### config.mk
export PLATFORM = sky130hd
export DESIGN_NAME = insertion_sorter
export DESIGN_NICKNAME = d
export VERILOG_FILES = /design/src/isort_pkg.sv /design/src/isort_ram.sv /design/src/isort_ctrl.sv /design/src/isort_dp.sv /design/src/insertion_sorter.sv
export SDC_FILE = /design/constraint.sdc
export NUM_CORES = 1
export LEC_CHECK = 0
export BUFFER_PORTS_ARGS = -buffer_cell sky130_fd_sc_hd__buf_4
export CAP_MARGIN = 20
export CORE_MARGIN = 5
export CORE_UTILIZATION = 55
export DETAILED_ROUTE_END_ITERATION = 8
export PLACE_DENSITY_LB_ADDON = 0.08
export SETUP_SLACK_MARGIN = 0.1
export SYNTH_ARGS = -nofsm -noshare
export SYNTH_HDL_FRONTEND = slang
export SYNTH_HIERARCHICAL = 1
export SYNTH_SLANG_ARGS = --single-unit
### constraint.sdc
create_clock -name clk -period 7 [get_ports clk]
set_clock_uncertainty 0.15 [all_clocks]
set_input_delay 0.7 -clock clk [delete_from_list [all_inputs] [get_ports clk]]
set_output_delay 0.7 -clock clk [all_outputs]
set_load 0.01 [all_outputs]
### src/isort_pkg.sv
package isort_pkg;

    localparam int CAPACITY = 32;
    localparam int DATA_W   = 32;
    localparam int IDX_W    = $clog2(CAPACITY);
    localparam int CNT_W    = $clog2(CAPACITY + 1);

    typedef struct packed {
        logic capture;
        logic drop;
        logic shift;
        logic place;
        logic emit_sel;
        logic emit_load;
        logic run_clear;
    } isort_cmd_t;

    typedef struct packed {
        logic full;
        logic empty;
        logic greater;
        logic k_one;
        logic final_elem;
        logic out_free;
    } isort_status_t;

endpackage

### src/isort_ram.sv
module isort_ram #(
    parameter int WIDTH = 32,
    parameter int DEPTH = 32
) (
    input  logic                     clk,
    input  logic                     we,
    input  logic [$clog2(DEPTH)-1:0] waddr,
    input  logic [WIDTH-1:0]         wdata,
    input  logic [$clog2(DEPTH)-1:0] raddr,
    output logic [WIDTH-1:0]         rdata
);

    logic [WIDTH-1:0] mem [DEPTH];

    always_ff @(posedge clk)
    begin
        if (we)
        begin
            mem[waddr] <= wdata;
        end
        rdata <= mem[raddr];
    end

endmodule

### src/isort_ctrl.sv
module isort_ctrl (
    input  logic                   clk,
    input  logic                   rst_n,
    input  logic                   in_valid,
    output logic                   in_ready,
    input  logic                   last,
    input  isort_pkg::isort_status_t status,
    output isort_pkg::isort_cmd_t    cmd
);

    localparam logic [2:0] S_IDLE    = 3'd0;
    localparam logic [2:0] S_CMP     = 3'd1;
    localparam logic [2:0] S_PLACE   = 3'd2;
    localparam logic [2:0] S_EMIT_RD = 3'd3;
    localparam logic [2:0] S_EMIT_LD = 3'd4;

    logic [2:0] state_reg;
    logic [2:0] state_next;
    logic       last_item_reg;
    logic       last_item_next;

    assign in_ready = (state_reg == S_IDLE);

    always_comb
    begin
        state_next     = state_reg;
        last_item_next = last_item_reg;
        cmd            = '0;
        case (state_reg)
            S_IDLE:
            begin
                if (in_valid)
                begin
                    cmd.capture    = 1'b1;
                    last_item_next = last;
                    if (status.full)
                    begin
                        cmd.drop   = 1'b1;
                        state_next = last ? S_EMIT_RD : S_IDLE;
                    end
                    else if (status.empty)
                    begin
                        state_next = S_PLACE;
                    end
                    else
                    begin
                        state_next = S_CMP;
                    end
                end
            end
            S_CMP:
            begin
                if (status.greater)
                begin
                    cmd.shift  = 1'b1;
                    state_next = status.k_one ? S_PLACE : S_CMP;
                end
                else
                begin
                    state_next = S_PLACE;
                end
            end
            S_PLACE:
            begin
                cmd.place  = 1'b1;
                state_next = last_item_reg ? S_EMIT_RD : S_IDLE;
            end
            S_EMIT_RD:
            begin
                cmd.emit_sel = 1'b1;
                state_next   = S_EMIT_LD;
            end
            S_EMIT_LD:
            begin
                cmd.emit_sel = 1'b1;
                if (status.out_free)
                begin
                    cmd.emit_load = 1'b1;
                    if (status.final_elem)
                    begin
                        cmd.run_clear = 1'b1;
                        state_next    = S_IDLE;
                    end
                    else
                    begin
                        state_next = S_EMIT_RD;
                    end
                end
            end
            default:
            begin
                state_next = S_IDLE;
            end
        endcase
    end

    always_ff @(posedge clk or negedge rst_n)
    begin
        if (!rst_n)
        begin
            state_reg     <= S_IDLE;
            last_item_reg <= 1'b0;
        end
        else
        begin
            state_reg     <= state_next;
            last_item_reg <= last_item_next;
        end
    end

endmodule

### src/isort_dp.sv
module isort_dp (
    input  logic                                 clk,
    input  logic                                 rst_n,
    input  logic signed [isort_pkg::DATA_W-1:0]  value,
    input  isort_pkg::isort_cmd_t                cmd,
    output isort_pkg::isort_status_t             status,
    output logic signed [isort_pkg::DATA_W-1:0]  sorted_value,
    output logic                                 last_res,
    output logic                                 overflow,
    output logic                                 out_valid,
    input  logic                                 out_ready
);

    logic signed [isort_pkg::DATA_W-1:0] value_reg;
    logic [isort_pkg::IDX_W-1:0]         k_reg;
    logic [isort_pkg::IDX_W-1:0]         k_next;
    logic [isort_pkg::IDX_W-1:0]         i_reg;
    logic [isort_pkg::CNT_W-1:0]         count_reg;
    logic                                dropped_reg;
    logic                                out_valid_reg;
    logic signed [isort_pkg::DATA_W-1:0] sorted_value_reg;
    logic                                last_res_reg;
    logic                                overflow_reg;

    logic                                we;
    logic [isort_pkg::IDX_W-1:0]         raddr;
    logic [isort_pkg::DATA_W-1:0]        wdata;
    logic [isort_pkg::DATA_W-1:0]        rdata;

    always_comb
    begin
        if (cmd.capture)
        begin
            k_next = count_reg[isort_pkg::IDX_W-1:0];
        end
        else if (cmd.shift)
        begin
            k_next = k_reg - isort_pkg::IDX_W'(1);
        end
        else
        begin
            k_next = k_reg;
        end
    end

    assign raddr = cmd.emit_sel ? i_reg : (k_next - isort_pkg::IDX_W'(1));
    assign we    = cmd.shift | cmd.place;
    assign wdata = cmd.shift ? rdata : value_reg;

    isort_ram #(
        .WIDTH (isort_pkg::DATA_W),
        .DEPTH (isort_pkg::CAPACITY)
    ) u_store (
        .clk   (clk),
        .we    (we),
        .waddr (k_reg),
        .wdata (wdata),
        .raddr (raddr),
        .rdata (rdata)
    );

    assign status.full       = (count_reg == isort_pkg::CNT_W'(isort_pkg::CAPACITY));
    assign status.empty      = (count_reg == '0);
    assign status.greater    = ($signed(rdata) > value_reg);
    assign status.k_one      = (k_reg == isort_pkg::IDX_W'(1));
    assign status.final_elem = (isort_pkg::CNT_W'(i_reg) == count_reg - isort_pkg::CNT_W'(1));
    assign status.out_free   = !out_valid_reg || out_ready;

    always_ff @(posedge clk)
    begin
        if (cmd.capture)
        begin
            value_reg <= value;
        end
        k_reg <= k_next;
        if (cmd.emit_load)
        begin
            sorted_value_reg <= $signed(rdata);
            last_res_reg     <= status.final_elem;
            overflow_reg     <= dropped_reg;
        end
    end

    always_ff @(posedge clk or negedge rst_n)
    begin
        if (!rst_n)
        begin
            count_reg     <= '0;
            dropped_reg   <= 1'b0;
            i_reg         <= '0;
            out_valid_reg <= 1'b0;
        end
        else
        begin
            if (cmd.run_clear)
            begin
                count_reg   <= '0;
                dropped_reg <= 1'b0;
                i_reg       <= '0;
            end
            else
            begin
                if (cmd.place)
                begin
                    count_reg <= count_reg + isort_pkg::CNT_W'(1);
                end
                if (cmd.drop)
                begin
                    dropped_reg <= 1'b1;
                end
                if (cmd.emit_load)
                begin
                    i_reg <= i_reg + isort_pkg::IDX_W'(1);
                end
            end
            if (cmd.emit_load)
            begin
                out_valid_reg <= 1'b1;
            end
            else if (out_ready)
            begin
                out_valid_reg <= 1'b0;
            end
        end
    end

    assign sorted_value = sorted_value_reg;
    assign last_res     = last_res_reg;
    assign overflow     = overflow_reg;
    assign out_valid    = out_valid_reg;

endmodule

### src/insertion_sorter.sv
// Insertion sorter for runs of signed 32-bit values, one value per item, the run's
// last item marked by last. Values live in a single-port-write, registered-read RAM of
// CAPACITY entries; equal values keep their arrival order. Inserting a value into an
// empty store goes straight to the place step; otherwise each stored value greater than
// the new one is shifted up one slot, one RAM read and one RAM write per step, before
// the new value is placed. A value arriving to a full store is dropped and sets overflow
// on every result of that run. After the last item the store is read out in ascending
// order, one RAM read and then one output load per result, waiting while the output is
// stalled, last_res on the final one; no new item is taken until the read-out is done.
module insertion_sorter (
    input  logic                                clk,
    input  logic                                rst_n,
    input  logic                                in_valid,
    output logic                                in_ready,
    input  logic signed [isort_pkg::DATA_W-1:0] value,
    input  logic                                last,
    output logic                                out_valid,
    input  logic                                out_ready,
    output logic signed [isort_pkg::DATA_W-1:0] sorted_value,
    output logic                                last_res,
    output logic                                overflow
);

    isort_pkg::isort_cmd_t    cmd;
    isort_pkg::isort_status_t status;

    isort_ctrl u_ctrl (
        .clk      (clk),
        .rst_n    (rst_n),
        .in_valid (in_valid),
        .in_ready (in_ready),
        .last     (last),
        .status   (status),
        .cmd      (cmd)
    );

    isort_dp u_dp (
        .clk          (clk),
        .rst_n        (rst_n),
        .value        (value),
        .cmd          (cmd),
        .status       (status),
        .sorted_value (sorted_value),
        .last_res     (last_res),
        .overflow     (overflow),
        .out_valid    (out_valid),
        .out_ready    (out_ready)
    );

endmodule
======== After elaboration in Yosys (flattened, before gate mapping) ========
Memory sizes are Yosys's and may differ from the RTL's. A register that Yosys moved wholly into a read port is not among the register bits.
Cells that the tools add are included.
word-level totals
  bits in registers ....................... 88
  memory bits (writable) .................. 1,024
  input bits .............................. 37
  output and inout port bits .............. 36
  word-level logic and storage cells ...... 73
  memories ................................ 1
memory list
  name              words  bits a word  rd ports  clocked after memory_dff  wr ports  RTL line         text
  u_dp.u_store.mem  32     32           1         1                         1         isort_ram.sv:13  logic [WIDTH-1:0] mem [DEPTH];
operators by class
  $add $sub $neg .......................... 5
  order comparisons ....................... 1
  eq/ne operators ......................... 9
  multiplexer cells ....................... 34
  bitwise gates (word level) .............. 1
  reduce and logical (&&, ||, !) cells .... 11
operators with widths
  operator             number
  $gt 32x32->1         1
  $mux 32              1
  $mux 5               5
  $mux 2               9
  $pmux 3 s5           1
  $mux 1               12
  $mux 3               4
  $mux 6               2
  $sub 5x1->5 const B  2
  $reduce_bool 2->1    4
  $add 6x1->6 const B  1
  $eq 3x2->1 const B   2
  $eq 5x6->1           1
  $eq 6x6->1 const B   1
  $logic_not 6->1      1
  $sub 6x1->6 const B  1
  $add 5x1->5 const B  1
  $eq 5x1->1 const B   1
  $ne 2x2->1 const B   2
  $reduce_and 2->1     2
  $eq 3x1->1 const B   1
  $eq 3x3->1 const B   1
  $logic_not 3->1      1
  $reduce_or 2->1      1
  3 further kinds      3

======== Logic depth before layout (Yosys ltp) ========
  depth in word-level cells ............... 7
  mapped depth ............................ 22
  gate-level depth less buffers ........... 20

======== Hierarchy ========
Netlist, hierarchy kept.
by module, submodules not included
  module      instances  cells an instance  area each (µm²)  sequential area each (µm²)
  isort_ram   1          2,260              40,485.1         31,390.1
  isort_dp    1          383                4,300.4          2,407.3
  isort_ctrl  1          33                 290.3            100.1

======== Worst setup path after synthesis ========
No wires, ideal clock.
  path kind ............................... flip-flop to flip-flop
  start ................................... reg u_dp/value_reg[14] in the netlist's numbering
  end ..................................... mem u_dp.u_store.mem[12][0], enable pin
  library setup time ...................... 0.421 ns
  arrival ................................. 4.466 ns
  required time ........................... 6.429 ns
  slack ................................... 1.963 ns
  stages on the path, launching flop included .. 15
  buffers on the path ..................... 2
  clock period less this slack ............ 5.037 ns
  path through ............................ edfxtp_1 inv_1 ha_1 a21oi_1 nand2_1 a221o_1 a211o_1 a21oi_1 mux2i_1 and2_1 clkbuf_1 or2_2 or3b_2 clkbuf_1 nor2_1
RTL lines
  element                   RTL line         text
  start: declaration        isort_dp.sv:14   logic signed [isort_pkg::DATA_W-1:0] value_reg;
  start signal: assignment  isort_dp.sv:73   value_reg <= value;
  end: declaration          isort_ram.sv:13

==> impl_metrics.toml <==
[outcome]
status = "completed"

[sta]
fin_crit_ns = 6.39
tns_ns = 0
clock.fmax_mhz = 156
rsz0062_at_grt = "false"
slew_violations = 0
hold_viol = 0
fin_crit_sh_pct = 91.3
worstMarginPinSlew_ns = 1.06
holdWs_ns = 0.0537
finalSetupViolations = 0
slew_headroom_pct = 29.6

[route]
vias = 24613
wl_per_cell_um = 28.6
viasPerCell = 6.16
drt_iter0_markers = 2813
wirelength_um = 114000
route.detailed.drc = 0
firstDrtPassIters = 5
ant_nets = 0

[floorplan]
initial_utilization_pct = 55.2
pin_count = 73
rows = 105
die_h_um = 296
fp.dieW_um = 296
die_area_um2 = 87800
core_area_um2 = 81700

[cts]
clkSinkCount = 1144
ctsHtreeMaxLevel = 3
cts_root_buf = "clkbuf_16"
cts.path.max_buffers = 3
cts_made_buffers = 115
clk_latency_ns = 0.68
clk_pin_slew_worst_paths_ns = 0.06
cts_setup_buffers = 0
cts_tree = "done"

[worst_setup_path]
arrival_ns = 6.73
crit_chain = "ha_1 -> nand4_1 -> nor2_1 -> a221o_1 -> a211o_1 -> a21oi_1 -> mux2i_1 -> and2_4 -> xnor2_1 -> nor2_1 -> a21oi_1 -> ha_1 -> o21ai_0 -> and2_4 -> buf_12 -> a22o_1 -> nor3_1 -> a31oi_1 -> nand3_1"
crit_type = "reg2reg"
cp_slowest_cell = "and2_4"
cp-end-kind = "flop"
cpPeakStageDelay_ns = 0.71
critPathBufInv = 1
critical_path.max_fanout = 58
path_delay_family = "compound AO/OA/AOI/OAI gates"
required_ns = 7.34
cp-start-kind = "flop"

[cells_and_area]
largest_register_ffs = 1024
layout_common_cells = "edfxtp_1, mux2i_1, nand2_1, buf_4"
largest-register = "u_dp/u_store/mem"
finalNonFillerCells = 3998
antenna_cells = 0
syn2layout_area_growth_pct = 14.0
post_route_cells_drive_above_1_share_pct = 14.4
layout_commonest_cell = "edfxtp_1"
fin_area_um2 = 51400
fin_nets = 2907
fill_cells = 5882

[yosys]
synth_top_area_cell = "edfxtp_1"
yosysTopAreaCellShare_pct = 72.6
ys_top_cells_by_area = "edfxtp_1, mux2i_1, dfxtp_1"
synth_edf_count = 1090
syn_area_per_cell_um2 = 16.8
synth-async-reset-ratio_pct = 1.49
synth_seq_cells = 1144
ys_warn_count = 6
syn-cell-area_um2 = 45100
syn_nets = 2752
synthCells = 2676
synth_cell_types = 58
ys_seq_area_share_pct = 75.2
synthFlopType = "edfxtp_1"

[place]
placed_area_um2 = 47600
dp.cells = 3779
io_buffers = 72
place_hpwl_um = 66400
globalplace.congestion = 0.860

[grt]
grt_overflow = 0
grt_pass1_wl_um = 166000
grt_usage_pct = 26.0
antenna_found_initial = 1
grt_pass1_vias = 24301
grt_max_degree = 77

[worst_hold_path]
hold_class = "in2reg"

[run]
drv_cap = 0
## final cells by class
class	instances	area (µm²)	area share (%)
clock inverter	67	582	1.13
tap	1070	1340	2.61
clock buffer	147	3110	6.05
multi-input combinational	1347	10500	20.5
inverter	41	154	0.299
sequential	1144	33900	66.0
timing repair buffer	182	1760	3.43
## final timing paths
check	startpoint	endpoint	slack [ns]	depth (start not counted)
worst max register to register	u_dp/u_store/rdata[15]$_DFF_P_	u_dp/u_store/rdata[30]$_DFF_P_	0.61	19
worst min register to register	u_dp/dropped_reg$_DFFE_PN0P_	u_dp/overflow$_DFFE_PP_	0.32	0
max in group asynchronous	rst_n	u_dp/i_reg[0]$_DFFE_PN0P_	6.22	2
worst max-delay path	u_dp/u_store/rdata[15]$_DFF_P_	u_dp/u_store/rdata[30]$_DFF_P_	0.61	19
worst min-delay path	value[28]	u_dp/value_reg[28]$_DFFE_PP_	0.05	1
min in group asynchronous	rst_n	u_ctrl/state_reg[1]$_DFFE_PN0P_	0.29	2
## cells in the mapped netlist, drive strengths merged (3+ instances only)
master	n
a21o	4
a21oi	117
a22o	64
a22oi	96
a31oi	34
and2	6
buf	86
clkbuf	58
dfrtp	17
dfxtp	37
edfxtp	1090
ha	39
inv	41
mux2	4
mux2i	515
nand2	149
nand2b	4
nand3	103
nand3b	8
nand4	12
nor2	54
nor2b	3
nor3	36
nor3b	3
o21ai	49
or3	5
or3b	4
xnor2	11
xor2	9
## routing by layer
metal	track usage [%]	wire, µm	vias to the layer above
li1	-	-	10786
met1	38.0	48100	12588
met2	42.1	55000	1096
met3	4.05	9180	143
met4	5.92	2150	0
met5	0	0	-
## per-stage QoR
step	setup WS (ns)	utilization, %
6_report	0.608	62.9
5_1_grt	0.253	62.9
4_1_cts	0.613	62.8
3_5_place_dp	0.619	58.3
3_3_place_gp	0.693	58.1
2_1_floorplan	1.96	-
## cells by family (layout without fill, tap and decap cells)
kind of cell | count (synthesis) | in the layout | synth area share (%)
flops | 1144 | 1144 | 75.2
mux | 519 | 519 | 11.5
simple gates | 398 | 398 | 4.21
compound gates | 371 | 371 | 5.38
buf+inv | 185 | 437 | 2.19
fa+ha+maj | 39 | 39 | 1.08
xor+xnor | 20 | 20 | 0.389
## repair_timing
| action | 4_1_cts | 5_1_grt |
|---|---|---|
| resized for setup | 0 | 0 |
| hold buffers | 1 | 0 |
| endpoints found under the hold margin | 17 | 0 |
Power is left out: the tool's default activity adds up to more than one toggle a clock period on the data nets, which glitch-free logic cannot reach.
